===== src/dll_ram.sv =====
// Generic single-port-write, single-port-read RAM with registered read.
`timescale 1ns / 1ps
`default_nettype none
module dll_ram #(
  parameter int Width = 8,
  parameter int Depth = 16
) (
  input  wire logic                     clk_i,
  input  wire logic                     we_i,
  input  wire logic [$clog2(Depth)-1:0] waddr_i,
  input  wire logic [Width-1:0]         wdata_i,
  input  wire logic [$clog2(Depth)-1:0] raddr_i,
  output logic      [Width-1:0]         rdata_o
);
  logic [Width-1:0] mem [Depth];

  always_ff @(posedge clk_i) begin
    if (we_i) begin
      mem[waddr_i] <= wdata_i;
    end
    rdata_o <= mem[raddr_i];
  end
endmodule
`default_nettype wire


===== config.mk =====
export PLATFORM = sky130hd
export DESIGN_NAME = dll_ram
export DESIGN_NICKNAME = d
export VERILOG_FILES = /design/src/dll_ram.sv
export SDC_FILE = /design/constraint.sdc
export NUM_CORES = 1
export LEC_CHECK = 0
export BUFFER_PORTS_ARGS = -buffer_cell sky130_fd_sc_hd__buf_4
export CAP_MARGIN = 0
export CORE_ASPECT_RATIO = 0.5
export CORE_MARGIN = 1
export CORE_UTILIZATION = 43
export DETAILED_ROUTE_END_ITERATION = 10
export PLACE_DENSITY = 0.7
export SETUP_SLACK_MARGIN = 0.2
export SLEW_MARGIN = 20
export SYNTH_ARGS = -nofsm -noshare
export SYNTH_HDL_FRONTEND = slang
export SYNTH_SLANG_ARGS = --single-unit

===== constraint.sdc =====
create_clock -name clk_i -period 3.7 [get_ports clk_i]
set_input_delay 0.555 -clock clk_i [delete_from_list [all_inputs] [get_ports clk_i]]
set_output_delay 0.555 -clock clk_i [all_outputs]
set_load 0.005 [all_outputs]

==> impl.org <==
** Run status
- The flow ran to the end, and the final reports show no timing, DRC or antenna violations.

** Place
- The congestion estimate from routability-driven global placement came to 0.7327.
- Placed instance count :: approximately 410
- Port Buf Inserts :: 25
- Detailed placement HPWL :: roughly 6000 µm

** GRT
- Maximum number of pins on one net before global-route repair :: 33
- Wire length of the first global-routing pass :: roughly 15000 µm
- The via count of the first global-routing pass came to 2459.
- For this run, the total global-route usage over all layers was measured as 0.1802.
- The initial antenna violation count was 0.
- After global routing the overflow that remains totals 0.

** Logic synthesis
- Yosys mapped the design onto 19 distinct sky130hd cell types.
- Yosys printed 0 warnings.
- Fraction of the mapped netlist area in simple logic gates :: 0.03184
- Counting flops and latches in the post-synthesis netlist gives around 140.
- Most numerous cell types in the synthesized netlist :: sky130_fd_sc_hd__edfxtp_1, sky130_fd_sc_hd__mux4_2, sky130_fd_sc_hd__a22oi_1, sky130_fd_sc_hd__mux4_1, sky130_fd_sc_hd__nor2_1
- Of the total synthesized cell area, the portion taken by full adders, half adders and majority gates is 0.
- Counting every instance in the synthesized netlist gives between 200 and 250.
- Post-synthesis cell type with the largest combined area :: sky130_fd_sc_hd__edfxtp_1
- By area, the combinational part of the netlist is dominated by multiplexers.
- EDFF count, synth :: approximately 130
- In this run the mean area of a mapped cell was roughly 22 µm².
- Area share of the largest cell type after synthesis :: 0.7467
- After synthesis, the share of flip-flops with an asynchronous set or reset is 0.
- The most used flip-flop cell after synthesis is sky130_fd_sc_hd__edfxtp_1.
- Post-synthesis mux area share :: 0.1502
- Proportion of synthesized chip area in sequential cells :: 0.7778
- Netlist Area Pre-Place :: ~0.0051 mm²
- Leading cell types by total area after synthesis :: sky130_fd_sc_hd__edfxtp_1, sky130_fd_sc_hd__mux4_2, sky130_fd_sc_hd__mux4_1
- In the post-synthesis netlist, the cell with the most instances is sky130_fd_sc_hd__edfxtp_1.
- Of the total synthesized cell area, the portion taken by XOR and XNOR cells is 0.
- Compound-cell area share of the yosys netlist :: 0.02333
- Number of nets produced by synthesis :: between 200 and 250

** Worst setup path
- The startpoint identified for the worst register-to-register timing path is mem[9][1].
- At the worst endpoint, the required time is 3.98 ns.
- The largest single stage delay on the critical path is around 0.64 ns.
- Counting cells, the worst reg-to-reg path comes to 3.
- In this run the worst path has a maximum fanout of 32.
- Among cell families on the critical path, the largest total delay comes from multiplexers.
- The setup path with the least slack is of type in -> reg.
- Critical path capture point type :: flop
- Cell at the slowest stage of the critical path :: sky130_fd_sc_hd__mux4_1
- Worst Setup SP :: raddr_i[0]
- Critical Path Start Type :: input port
- Critical path buffers and inverters :: 1
- Ordered cell list for the critical path :: buf_4 > mux4_1 > a22oi_1 > nand2_1
- The critical path crosses 4 cells after its start point.
- Critical path data arrival time :: 2.12 ns

** Clocking
- The H-tree was split into 4 levels.
- CTS tree :: built
- PostCTS Resize Cnt :: 0
- The tree is rooted in a sky130_fd_sc_hd__clkbuf_16.
- # hold bufs at CTS :: 0
- The clock passes through at most 2 buffers.
- For the worst-skew pair, the clock arrives at the later sink with an insertion delay of around 0.4 ns.
- # clock sinks :: 136
- Number of buffers inserted to repair setup after CTS :: 0
- CTS buffer count :: 17
- Reg clk slew, reported paths :: 0.05 ns

** Timing
- Ratio of final minimum period to clock period :: 0.4975
- Max-slew headroom at the worst pin :: 0.3584
- Based on the critical path, the design can be clocked at up to roughly 540 MHz.
- After layout, the minimum clock period comes to around 1.8 ns.
- Worst Tran Pin Value :: approximately 0.96 ns
- On the final layout, the worst clock skew is between 0.005 and 0.006 ns.
- Total of endpoints with negative setup slack in the final report :: 0
- Unrepaired setup endpoints after global routing :: no
- The number of slew-limit violations in the final report is 0.
- Count of endpoints failing hold in the final timing report :: 0
- Setup_tns :: 0 ns

** Pwr
- Power spread over the standard cell area amounts to between 500 and 600 mW/mm².
- Peak supply drop :: approximately 0.33 mV
- In this run the static leakage power is between 2 and 2.5 nW.

** Route
- In the detailed route, the total length drawn on met2 is between 4000 and 5000 µm.
- Post-route ant nets :: 0
- Detailed-route wire length per cell :: around 23 µm
- For this block, the routed nets add up to about 10000 µm of wire.
- Metal1 wirelength :: approximately 4300 µm
- After detailed routing, the met3 layer carries 911 µm of wire.
- Highest layer used for signal routing :: met4
- Detailed router's first-iteration violation count :: 253
- The pre-antenna-repair detailed-routing pass consisted of 4 iterations.
- DRC violations left :: 0
- Via density :: 5.542
- Vias :: 2433

** Flow run
- Max Cap Violations :: 0

** Die
- After floorplanning, the core was divided into 27 placement rows.
- I/O pins :: 26
- From bottom edge to top edge, the die measures approximately 79 µm.
- Core region area :: 0.01132 mm²
- Die Width :: approximately 160 µm
- DIE AREA :: 0.01244 mm²
- For this configuration, the core starts out at a cell density of 0.4548.

** Cells and area
- Nets@finish :: approximately 290
- Growth of design area from synthesis to finish :: 18.40%
- The filler cells instantiated in the layout total 850.
- In the final layout, the share of cells above drive strength 1 is 0.2607.
- Post-Route Utilization :: 0.5385
- Antenna cells :: 0
- The count of cells in the finished layout, fillers not included, comes to about 440.

** Min path
- Worst min-delay path class :: in -> reg
- The worst hold path begins at wdata_i[2].
- Min-Delay Path Depth :: 1
[layout make-up]
cell class                 instances  area, µm²  area share
clock inverter                    12      180.2     0.02956
sequential                       136       4004      0.6569
multi-input combinational         83       1057      0.1735
tap                              159      198.9     0.03264
timing repair buffer              29      217.7     0.03572
clock buffer                      20      436.7     0.07165
[metrics by stage]
stage | area, µm² | setup WS [ns] | power, mW | hold WS [ns]
2_1_floorplan | 5147 | 1.652 | 1.850 | 0.6293
3_3_place_gp | 5478 | 1.481 | 1.920 | 0.6598
3_5_place_dp | 5478 | 1.399 | 1.929 | 0.6757
4_1_cts | 6095 | 1.821 | 3.672 | 0.4382
5_1_grt | 6095 | 1.777 | 3.748 | 0.4471
6_report | 6095 | 1.859 | 3.654 | 0.4458
[metal layers]
layer | track usage | up-vias
met4 | 0.07353 | 0
li1 | - | 1049
met1 | 0.2452 | 1265
met3 | 0.05459 | 7
met5 | 0 | -
met2 | 0.2724 | 112
[kinds of logic after synthesis]
group / count (synthesis)
AO/OA/AOI/OAI: 16
AND/OR/NAND/NOR: 35
buffers and inverters: 10
multiplexers: 32
flip-flops: 136
[cell usage in the layout, fill, tap and decap left out]
| master | count |
|---|---|
| sky130_fd_sc_hd__edfxtp_1 | 128 |
| sky130_fd_sc_hd__buf_4 | 29 |
| sky130_fd_sc_hd__mux4_2 | 18 |
| sky130_fd_sc_hd__clkbuf_16 | 17 |
| sky130_fd_sc_hd__a22oi_1 | 16 |
| sky130_fd_sc_hd__mux4_1 | 14 |
| sky130_fd_sc_hd__nor2_1 | 13 |
| sky130_fd_sc_hd__nand2_1 | 9 |
| sky130_fd_sc_hd__dfxtp_1 | 8 |
| sky130_fd_sc_hd__bufinv_16 | 5 |
| sky130_fd_sc_hd__nor3_1 | 4 |
| sky130_fd_sc_hd__clkinv_1 | 4 |
| sky130_fd_sc_hd__clkbuf_1 | 3 |
| sky130_fd_sc_hd__clkinv_2 | 3 |
| sky130_fd_sc_hd__nand3b_1 | 2 |
| sky130_fd_sc_hd__nand2b_1 | 2 |
| sky130_fd_sc_hd__nor2b_1 | 1 |
| sky130_fd_sc_hd__and2_1 | 1 |
| sky130_fd_sc_hd__and2b_1 | 1 |
| sky130_fd_sc_hd__nand3_1 | 1 |
| sky130_fd_sc_hd__or3b_2 | 1 |
[worst register-to-register path, stage by stage, from the launching register on]
cell and delay [ns]:
sky130_fd_sc_hd__edfxtp_1 0.37, sky130_fd_sc_hd__mux4_1 0.52, sky130_fd_sc_hd__a22oi_1 0.32, sky130_fd_sc_hd__nand2_1 0.11
[registers in the layout, indices dropped and copies added, names as in the netlist]
| signal | flops |
|---|---|
| mem | 128 |
| rdata_o | 8 |
[path summary, 6_finish.rpt]
path	to	slack [ns]
min reg2reg	rdata_o[3]	0.69
min	mem[14][2]	0.45
max	rdata_o[1]	1.86
max reg2reg	rdata_o[1]	2.25
[where the power goes]
group	internal (mW)	switching [mW]
clock	1.18	0.577
combinational	0.0720	0.0868
sequential	1.72	0.0136
total	2.98	0.677
No activity file was read; power rests on OpenSTA's default activity.
