<file path="src/dll_pkg.sv">
// Package: sizes, request codes and link-node types for the linked list engine.
`timescale 1ns / 1ps
`default_nettype none
package dll_pkg;
  localparam int NodeCount  = 64;
  localparam int ValueWidth = 64;
  localparam int IdxW       = $clog2(NodeCount);
  localparam int PtrW       = IdxW + 1;
  localparam int CntW       = 7;
  localparam logic [PtrW-1:0] Nil = PtrW'(NodeCount);
  localparam int LinkW      = 2 * PtrW;

  localparam logic [4:0] ReqClear     = 5'd0;
  localparam logic [4:0] ReqInsHead   = 5'd1;
  localparam logic [4:0] ReqInsTail   = 5'd2;
  localparam logic [4:0] ReqCurHead   = 5'd3;
  localparam logic [4:0] ReqCurTail   = 5'd4;
  localparam logic [4:0] ReqGetHead   = 5'd5;
  localparam logic [4:0] ReqGetTail   = 5'd6;
  localparam logic [4:0] ReqDelHead   = 5'd7;
  localparam logic [4:0] ReqDelTail   = 5'd8;
  localparam logic [4:0] ReqDelAfter  = 5'd9;
  localparam logic [4:0] ReqDelBefore = 5'd10;
  localparam logic [4:0] ReqInsAfter  = 5'd11;
  localparam logic [4:0] ReqInsBefore = 5'd12;
  localparam logic [4:0] ReqGetCur    = 5'd13;
  localparam logic [4:0] ReqSetCur    = 5'd14;
  localparam logic [4:0] ReqNext      = 5'd15;
  localparam logic [4:0] ReqPrev      = 5'd16;
  localparam logic [4:0] ReqQuery     = 5'd17;

  // one entry of the link memory
  typedef struct packed {
    logic [PtrW-1:0] prv;
    logic [PtrW-1:0] nxt;
  } link_t;

  // result item
  typedef struct packed {
    logic [63:0]     read_value;
    logic            read_valid;
    logic            error;
    logic            cursor_active;
    logic [CntW-1:0] length;
  } result_t;
endpackage
`default_nettype wire

</file>
<file path="src/dll_alloc.sv">
// Free-node map with a lowest-free-index search.
`timescale 1ns / 1ps
`default_nettype none
module dll_alloc (
  input  wire logic                         clk_i,
  input  wire logic                         rst_ni,
  input  wire logic                         clear_i,
  input  wire logic                         take_i,
  input  wire logic                         give_i,
  input  wire logic [dll_pkg::IdxW-1:0]     give_idx_i,
  output logic                              avail_o,
  output logic      [dll_pkg::IdxW-1:0]     free_idx_o
);
  import dll_pkg::*;

  logic [NodeCount-1:0] free_q, free_d;

  // priority search for the lowest free node
  always_comb begin
    avail_o    = 1'b0;
    free_idx_o = '0;
    for (int i = NodeCount - 1; i >= 0; i--) begin
      if (free_q[i]) begin
        avail_o    = 1'b1;
        free_idx_o = IdxW'(i);
      end
    end
  end

  always_comb begin
    free_d = free_q;
    if (clear_i) begin
      free_d = '1;
    end else begin
      if (take_i) free_d[free_idx_o] = 1'b0;
      if (give_i) free_d[give_idx_i] = 1'b1;
    end
  end

  always_ff @(posedge clk_i or negedge rst_ni) begin
    if (!rst_ni) begin
      free_q <= '1;
    end else begin
      free_q <= free_d;
    end
  end
endmodule
`default_nettype wire

</file>
<file path="config.mk">
export PLATFORM = sky130hd
export DESIGN_NAME = dll_alloc
export DESIGN_NICKNAME = d
export VERILOG_FILES = /design/src/dll_pkg.sv /design/src/dll_alloc.sv
export SDC_FILE = /design/constraint.sdc
export NUM_CORES = 1
export LEC_CHECK = 0
export BUFFER_PORTS_ARGS = -buffer_cell sky130_fd_sc_hd__buf_2
export CAP_MARGIN = 20
export CELL_PAD_IN_SITES_DETAIL_PLACEMENT = 0
export CELL_PAD_IN_SITES_GLOBAL_PLACEMENT = 1
export CORE_MARGIN = 8
export CORE_UTILIZATION = 43
export DETAILED_ROUTE_END_ITERATION = 6
export HOLD_SLACK_MARGIN = 0.03
export PLACE_DENSITY = 0.88
export RECOVER_POWER = 50
export SLEW_MARGIN = 5
export SYNTH_ARGS = -nofsm -noshare
export SYNTH_HDL_FRONTEND = slang
export SYNTH_SLANG_ARGS = --single-unit
</file>
<file path="constraint.sdc">
create_clock -name clk_i -period 2.17 [get_ports clk_i]
set_input_delay 0.1085 -clock clk_i [delete_from_list [all_inputs] [get_ports clk_i]]
set_output_delay 0.1085 -clock clk_i [all_outputs]
set_load 0.03 [all_outputs]
</file>
==> results of run 1 <==
path summary, 6_finish.rpt:
check / from / to / slack (ns) / cells after the start
setup / recovery: free_q[37] / free_q[60] / -0.76 / 10
hold / removal: give_idx_i[0] / free_q[63] / 0.1 / 3
setup reg to reg: free_q[37] / free_q[60] / -0.76 / 10
hold reg to reg: free_q[15] / free_q[15] / 0.51 / 2
max in group asynchronous: rst_ni / free_q[2] / 0.39 / 2
min in group asynchronous: rst_ni / free_q[48] / 0.82 / 1
synth_stat cells (8+ instances only):
cell type	number	share of area, %
clkbuf_1	16	1.4
inv_1	25	2.2
nand2_1	43	3.8
a221o_1	24	5.6
nor4_1	12	1.8
o21ai_0	15	1.8
nor2_1	38	3.4
nand3_1	8	0.94
a21oi_1	42	4.9
a221oi_1	9	1.9
nor3_1	20	2.4
o31ai_1	19	3.4
nand4_1	18	2.6
dfstp_2	64	40
nand2b_1	8	1.2
cell type report:
class	instances	area (sq um)	share of cell area (%)
inverter	27	104	1.45
sequential	64	1680	23.4
multi-input combinational	363	3250	45.3
clock buffer	15	166	2.32
timing repair buffer	205	1810	25.2
tap	133	166	2.32
power by group through the flow:
stage,Clock (mW),Combinational (mW),Sequential (mW)
5_1_grt,1.00,0.372,1.21
3_3_place_gp,0,0.221,1.22
4_1_cts,0.931,0.317,1.21
3_5_place_dp,0,0.227,1.22
2_1_floorplan,0,0.121,1.22
6_report,0.949,0.367,1.21
metal layers:
| layer | GRT usage [%] | vias to the layer above | part of all wire, % |
|---|---|---|---|
| met4 | 21.3 | 0 | 9.7 |
| met3 | 8.08 | 239 | 14 |
| met2 | 46.6 | 611 | 42 |
| met5 | 0 | - | 0 |
| met1 | 37.7 | 2727 | 34 |
| li1 | - | 2253 | - |
per-stage QoR:
stage / setup slack (ns) / util (%)
final: -0.756 / 74.1
after global routing: -0.855 / 74.1
after CTS: -0.366 / 69.6
after detailed placement: -0.464 / 58.0
after global placement: -0.413 / 58.0
after floorplan: -0.0890 / -
logic make-up after synthesis:
kind of cell,Yosys count
AND/OR/NAND/NOR,199
AO/OA/AOI/OAI,164
flip-flops,64
buffers and inverters,51
worst reg2reg max path, delay by kind of cell (launching register included):
kind | cells | cell delay [ns]
AOI/OAI and AO/OA | 1 | 0.33
buffers and inverters | 4 | 0.63
DFF | 1 | 0.37
and+or+nand+nor | 5 | 1.53
what timing repair did:
| item | CTS | global route |
|---|---|---|
| gates cloned | 3 | 0 |
| endpoints found under the setup margin | 71 | 71 |
| setup buffers | 29 | 18 |
| resized for setup | 153 | 64 |
| pin swaps | 70 | 31 |
==> results.sh, run 1 <==
export IMPL_max_flop_register="free_q"
export IMPL_die_y_um=115
export IMPL_final_setup_viol_count=71
export IMPL_synth_cell_types=64
export IMPL_dpl_cell_area_sq_um=5620
export IMPL_whs_ns=0.0960
export IMPL_clock_skew_ns=0.0118
export IMPL_synth_seq_cells=64
export IMPL_crit_type="reg -> reg"
export IMPL_n_fill_cell=527
export IMPL_power_frac_clock_pct=37.6
export IMPL_numPlacedInstances=747
export IMPL_final_cells=807
export IMPL_leakagePower_nw=2.82
export IMPL_ys_seq_area_share_pct=39.5
export IMPL_power_density_nw_per_um2=352
export IMPL_synth_top_family_by_area="compound AO/OA/AOI/OAI gates"
export IMPL_ant_nets=0
export IMPL_layout_commonest_cell="buf_4"
export IMPL_grt_usage_pct=30.8
export IMPL_worstPathCellList="buf_4 -> nor4_2 -> buf_4 -> nand4_1 -> nand2b_4 -> buf_12 -> nor2_4 -> buf_4 -> nand4_1 -> a221o_1"
export IMPL_pin_count=18
export IMPL_grt_start_max_net_pins=39
export IMPL_tightestPinTransition_ns=1.75
export IMPL_synth_edf_count=0
export IMPL_avgViaCountPerCell=7.22
export IMPL_pwr_share_seq_pct=47.8
export IMPL_power_internal_mw=1.81
export IMPL_layout_nets=681
export IMPL_cts_tree="built"
export IMPL_maxSlewHeadroom_pct=-16.7
export IMPL_cp_data_arrival_time_ns=3.21
export IMPL_core_area_sq_um=9680
export IMPL_stdcell_area_sq_um=7170
export IMPL_fmax_ghz=0.342
export IMPL_place_port_buffers=17
export IMPL_rows=36
export IMPL_crit_fanout=4
export IMPL_yosysWarnings=0
export IMPL_cap_viol_max_count=1
export IMPL_synth_fp_nets=489
export IMPL_clock_sinks=64
export IMPL_synth_xor_area_share_pct=0
export IMPL_cts_max_path_buffers=2
export IMPL_path_buf_inv=4
export IMPL_rsz0062_at_grt="true"
export IMPL_antenna_found_initial=0
export IMPL_clk_pin_slew_ns=0.07
export IMPL_dpl_hpwl_um=11500
export IMPL_comb_power_share_pct=14.5
export IMPL_avgRoutedWirePerCell_um=28.8
export IMPL_synthAdderAreaFrac_pct=0
export IMPL_violations="max-capacitance violations, max-slew violations, negative setup slack"
export IMPL_min_period_ns=2.93
export IMPL_synthFlopType="dfstp_2"
export IMPL_hold_path_class="in -> reg"
export IMPL_start_util_pct=43.9
export IMPL_synth_avg_cell_area_sq_um=8.90
export IMPL_drtIter0Drc=879
export IMPL_switching_share_pct=28.3
export IMPL_synth_compound_area_share_pct=28.7
export IMPL_cts_root_buf="clkbuf_8"
export IMPL_crit_family="simple AND/OR/NAND/NOR gates"
export IMPL_hold_violations=0
export IMPL_layout_drive_gt1_share_pct=62.2
export IMPL_top_regs="free_q: 64 flops"
export IMPL_setup_tns_ns=-40.48
export IMPL_most_common_layout_cells="buf_4, dfstp_2, buf_6"
export IMPL_die_w_um=115
export IMPL_htree_num_levels=3
export IMPL_drt_total_wl_um=23300
export IMPL_critPathLaunchType="flop"
export IMPL_critPathRequiredTime_ns=2.45
export IMPL_synthMuxAreaShare_pct=0
export IMPL_p_sw_mw=0.713
export IMPL_cp_end_kind="flop"
export IMPL_grt_pass1_wl_um=30900
export IMPL_area_growth_pct=68.7
export IMPL_place_gp_congestion=1.02
export IMPL_vias=5830
export IMPL_netlist_area_sq_um=4250
export IMPL_crit_path_frequent_cell="buf_4"
export IMPL_firstDrtPassIters=6
export IMPL_drc=0
export IMPL_numCtsBuffers=9
export IMPL_yosys_area_share_simple_pct=26.9
export IMPL_critical_path_max_stage_delay_ns=0.55
export IMPL_ctsHoldBuffers=0
export IMPL_finalPower_mw=2.52
export IMPL_async_flop_share_pct=100
export IMPL_ir_worst_vdd_mv=0.490
export IMPL_period_share_pct=135
export IMPL_cp_slowest_cell="nand4_1"
export IMPL_status="finished, violations left"
export IMPL_clock_latency_ns=0.36
export IMPL_die_area_sq_um=13300
export IMPL_final_max_slew_viol_count=33
export IMPL_diodes=0
export IMPL_grt_ovfl_total=0
export IMPL_synth_cells=478
export IMPL_largest_reg_flops=64
export IMPL_setup_slack_ns=-0.756
export IMPL_grt_pass1_vias=5506
Note: power is estimated with default switching activity, not from simulation.
==> inputs of run 2 (changes only) <==
Clock period 2.17 ns to 2.6 ns, I/O delays scaled along.
==> run 2 against run 1 <==
- the flow still finishes with violations (max-capacitance violations, max-slew violations, negative setup slack)
- sequential share of layout area rose by 6.3 points
- sequential power fell by 17%
- total power fell by 15%
- utilization fell by 16 points
- count of clock-buffer cells in the layout fell by 2
- fmax rose by 9.8%
- non-clock buffer count fell by 99
- clock power fell by 4.3%
- critical path type unchanged
- highest routed layer unchanged
==> results.sh, run 2 (synthesis gave the netlist of run 1 again) <==
export IMPL_critPathLaunchType="flop"
export IMPL_ctsHoldBuffers=0
export IMPL_whs_ns=0.119
export IMPL_crit_type="reg -> reg"
export IMPL_rows=36
export IMPL_rsz0062_at_grt="true"
export IMPL_ant_nets=0
export IMPL_cp_data_arrival_time_ns=2.95
export IMPL_hold_violations=0
export IMPL_grt_pass1_vias=4365
export IMPL_critPathRequiredTime_ns=2.88
export IMPL_status="finished, violations left"
export IMPL_clock_sinks=64
export IMPL_start_util_pct=43.9
export IMPL_layout_nets=582
export IMPL_cts_root_buf="clkbuf_8"
export IMPL_die_w_um=115
export IMPL_n_fill_cell=795
export IMPL_place_gp_congestion=1.03
export IMPL_drtIter0Drc=527
export IMPL_final_cells=709
export IMPL_htree_num_levels=3
export IMPL_maxSlewHeadroom_pct=-5.73
export IMPL_hold_path_class="in -> reg"
export IMPL_largest_reg_flops=64
export IMPL_antenna_found_initial=0
export IMPL_diodes=0
export IMPL_fmax_ghz=0.375
export IMPL_power_density_nw_per_um2=377
export IMPL_area_growth_pct=33.0
export IMPL_setup_slack_ns=-0.0646
export IMPL_numCtsBuffers=9
export IMPL_final_setup_viol_count=6
export IMPL_drt_total_wl_um=16700
export IMPL_numPlacedInstances=671
export IMPL_reg2reg_depth=9
export IMPL_most_common_layout_cells="buf_4, dfstp_2, nand2_1"
export IMPL_max_flop_register="free_q"
export IMPL_drc=0
export IMPL_violations="max-capacitance violations, max-slew violations, negative setup slack"
export IMPL_ir_worst_vdd_mv=0.242
export IMPL_pin_count=18
export IMPL_avgRoutedWirePerCell_um=23.5
export IMPL_hold_path_depth=3
export IMPL_crit_fanout=5
export IMPL_ff2ff_setup_slack_ns=-0.06
export IMPL_min_period_ns=2.66
export IMPL_firstDrtPassIters=5
export IMPL_grt_pass1_wl_um=24700
export IMPL_period_share_pct=102
export IMPL_cts_tree="built"
export IMPL_place_port_buffers=17
export IMPL_die_area_sq_um=13300
export IMPL_clk_pin_slew_ns=0.08
export IMPL_cp_end_kind="flop"
export IMPL_layout_drive_gt1_share_pct=43.9
export IMPL_clock_latency_ns=0.36
export IMPL_core_area_sq_um=9680
export IMPL_setup_tns_ns=-0.205
export IMPL_leakagePower_nw=2.13
export IMPL_tightestPinTransition_ns=1.59
export IMPL_clock_skew_ns=0.0115
export IMPL_dpl_hpwl_um=11200
export IMPL_final_max_slew_viol_count=30
export IMPL_grt_ovfl_total=0
export IMPL_cts_max_path_buffers=2
export IMPL_grt_usage_pct=24.2
export IMPL_avgViaCountPerCell=6.79
export IMPL_die_y_um=115
export IMPL_grt_start_max_net_pins=37
export IMPL_cap_viol_max_count=1
export IMPL_layout_commonest_cell="buf_4"
export IMPL_vias=4817
export IMPL_top_regs="free_q: 64 flops"
## run 2: cell types whose count changed in the layout (fill, tap and decap cells not counted), moves of 7 or more
cell	delta
buf_4	-57
buf_6	-41
a221oi_1	+7
o21ai_0	+10
a221oi_2	-7
o21ai_2	-7
## run 2: routing by layer
| metal | GRT usage [%] | wire, um | up-vias |
|---|---|---|---|
| met5 | 0 | 0 | - |
| met4 | 14.1 | 1070 | 0 |
| met3 | 5.99 | 1810 | 99 |
| met2 | 35.0 | 7270 | 366 |
| met1 | 32.0 | 6510 | 2297 |
| li1 | - | - | 2055 |
## run 2: area by class of cell
class / count / area, sq um / share of cell area, %
multi-input combinational: 363 / 2720 / 48.1
clock buffer: 13 / 159 / 2.81
clock inverter: 3 / 40.0 / 0.708
timing repair buffer: 106 / 790 / 14.0
sequential: 64 / 1680 / 29.7
tap: 133 / 166 / 2.94
inverter: 27 / 101 / 1.79
## run 2: what timing repair did
action	CTS	global route
pin swaps	3	28
buffers inserted	6	16
resized for setup	7	75
setup endpoints to repair	20	47
## run 2: power breakdown
group,leakage [nW],internal [mW],switching (mW)
Combinational,1.36,0.0693,0.149
Clock,0.103,0.493,0.414
Sequential,0.673,1.00,0.00250
Total,2.13,1.57,0.565
## run 2: path summary, 6_finish.rpt
path                               start    endpoint
setup / recovery              free_q[26]  free_q[52]
hold / removal             give_idx_i[0]  free_q[63]
setup reg to reg              free_q[26]  free_q[52]
hold reg to reg               free_q[39]  free_q[39]
max in group asynchronous         rst_ni   free_q[2]
min in group asynchronous         rst_ni  free_q[62]
## run 2: through the flow
stage	instance area [sq um]	worst slack [ns]	util (%)	power, mW
3_3_place_gp	4910	-0.0409	50.7	1.20
4_1_cts	5190	-0.00934	53.6	2.11
2_1_floorplan	4250	0.0928	-	1.11
6_report	5660	-0.0646	58.4	2.13
5_1_grt	5660	-0.137	58.4	2.19
3_5_place_dp	4910	-0.0560	50.7	1.21
## run 2: critical path, cell delays in order (launching register included)
cell      delay [ns]
dfstp_2         0.41
or4_4           0.54
a211o_1         0.32
o211ai_1        0.22
a21oi_2         0.16
buf_4           0.17
nor3_4          0.14
buf_4           0.15
nand4_1         0.13
a221o_1         0.34
==> inputs of run 3 (changes only) <==
Settings changed: MAX_ROUTING_LAYER set to met4.
==> run 3 against run 2 <==
- the flow still finishes with violations (max-capacitance violations, max-slew violations, negative setup slack)
- count of clock-buffer cells in the layout stayed put
- clock power barely moved
- fmax rose by 1.2%
- highest routed layer unchanged
- largest cell class unchanged
- total power down 0.43%
- register-to-register slack better by 0.03 ns
- clock skew down 0.0024 ns
- final area is 2.7% lower
- non-clock buffer count down 9
==> results.sh, run 3 (synthesis gave the netlist of run 1 again) <==
export IMPL_p_sw_mw=0.539
export IMPL_leakagePower_nw=2.07
export IMPL_maxSlewHeadroom_pct=-19.2
export IMPL_hold_path_class="in -> reg"
export IMPL_crit_fanout=9
export IMPL_cap_viol_max_count=1
export IMPL_most_common_layout_cells="buf_4, dfstp_2, nand2_1"
export IMPL_period_share_pct=101
export IMPL_diodes=0
export IMPL_place_gp_congestion=1.02
export IMPL_area_growth_pct=29.5
export IMPL_setup_tns_ns=-0.0483
export IMPL_vias=4627
export IMPL_rsz0062_at_grt="true"
export IMPL_clk_pin_slew_ns=0.07
export IMPL_grt_start_max_net_pins=44
export IMPL_grt_ovfl_total=0
export IMPL_dpl_hpwl_um=10900
export IMPL_cts_tree="built"
export IMPL_largest_reg_flops=64
export IMPL_pwr_share_seq_pct=47.5
export IMPL_cts_max_path_buffers=2
export IMPL_cts_root_buf="clkbuf_8"
export IMPL_rows=36
export IMPL_final_max_slew_viol_count=33
export IMPL_drtIter0Drc=453
export IMPL_core_area_sq_um=9680
export IMPL_top_regs="free_q: 64 flops"
export IMPL_place_port_buffers=17
export IMPL_critPathRequiredTime_ns=2.89
export IMPL_antenna_found_initial=0
export IMPL_layout_nets=573
export IMPL_tightestPinTransition_ns=1.79
export IMPL_die_area_sq_um=13300
export IMPL_firstDrtPassIters=5
export IMPL_power_density_nw_per_um2=386
export IMPL_ant_nets=0
export IMPL_ir_worst_vdd_mv=0.328
export IMPL_setup_slack_ns=-0.0332
export IMPL_die_y_um=115
export IMPL_ctsHoldBuffers=0
export IMPL_min_period_ns=2.63
export IMPL_htree_num_levels=3
export IMPL_layout_drive_gt1_share_pct=42.4
export IMPL_clock_sinks=64
export IMPL_power_frac_clock_pct=42.9
export IMPL_finalPower_mw=2.12
export IMPL_start_util_pct=43.9
export IMPL_grt_pass1_vias=4397
export IMPL_die_w_um=115
export IMPL_violations="max-capacitance violations, max-slew violations, negative setup slack"
export IMPL_final_setup_viol_count=2
export IMPL_crit_type="reg -> reg"
export IMPL_avgRoutedWirePerCell_um=22.7
export IMPL_clock_latency_ns=0.36
export IMPL_whs_ns=0.120
export IMPL_numCtsBuffers=9
export IMPL_drc=0
export IMPL_critPathLaunchType="flop"
export IMPL_place_ws_ns=-0.195
export IMPL_finalCoreUtilization_pct=56.9
export IMPL_cp_end_kind="flop"
export IMPL_drt_total_wl_um=15900
export IMPL_hold_violations=0
export IMPL_status="finished, violations left"
export IMPL_pin_count=18
export IMPL_comb_power_share_pct=9.7
export IMPL_grt_usage_pct=24.4
export IMPL_fmax_ghz=0.380
export IMPL_switching_share_pct=25.4
export IMPL_n_fill_cell=852
export IMPL_cp_data_arrival_time_ns=2.92
export IMPL_grt_pass1_wl_um=24200
export IMPL_layout_commonest_cell="buf_4"
export IMPL_max_flop_register="free_q"
export IMPL_avgViaCountPerCell=6.62
export IMPL_power_internal_mw=1.58
export IMPL_clock_skew_ns=0.00908
## run 3: per-stage QoR
step	area, sq um	instances
final	5510	699
after CTS	5250	691
after detailed placement	4930	671
after global placement	4930	671
after global routing	5510	699
after floorplan	4250	478
## run 3: repair_timing
action / in CTS / in global routing
pin swaps: 3 / 9
setup endpoints to repair: 32 / 41
cloned: 0 / 0
buffers inserted: 5 / 8
endpoints found under the hold margin: 0 / 0
gates resized for setup: 11 / 45
## run 3: worst paths after layout
check	startpoint	end	slack, ns	depth (start not counted)
max	free_q[11]	free_q[33]	-0.03	9
min	give_idx_i[0]	free_q[63]	0.12	3
max reg2reg	free_q[11]	free_q[33]	-0.03	9
min reg2reg	free_q[32]	free_q[32]	0.49	2
max in group asynchronous	rst_ni	free_q[27]	0.78	2
min in group asynchronous	rst_ni	free_q[60]	0.88	1
## run 3: final cells by class
type / count / area (sq um) / area share [%]
timing repair buffer: 97 / 718 / 13.0
sequential: 64 / 1680 / 30.5
clock inverter: 2 / 37.5 / 0.682
tap: 133 / 166 / 3.02
inverter: 27 / 101 / 1.84
multi-input combinational: 363 / 2630 / 47.8
clock buffer: 13 / 169 / 3.07
## run 3: metal layers
metal | GRT usage [%] | vias to the layer above | share of wire (%) | wire (um)
li1 | - | 2029 | - | -
met1 | 31.8 | 2261 | 41 | 6520
met2 | 35.6 | 276 | 45 | 7110
met3 | 4.95 | 61 | 9.4 | 1490
met4 | 11.2 | 0 | 4.7 | 748
met5 | - | - | 0 | 0
## run 3: power groups by stage
stage | Combinational (mW) | Sequential [mW] | Clock (mW)
final | 0.205 | 1.01 | 0.911
after global routing | 0.216 | 1.01 | 0.960
after CTS | 0.196 | 1.01 | 0.918
after global placement | 0.184 | 1.02 | 0
after detailed placement | 0.188 | 1.02 | 0
after floorplan | 0.0914 | 1.02 | 0
## run 3: critical path, cell delays in order (launching register included)
cell      delay, ns
dfstp_2        0.41
nor4_1         0.45
o221ai_2       0.23
nor3_2         0.22
o211ai_1       0.16
and4bb_4       0.25
buf_4          0.19
buf_4          0.16
nand4b_1       0.16
a221o_1        0.31
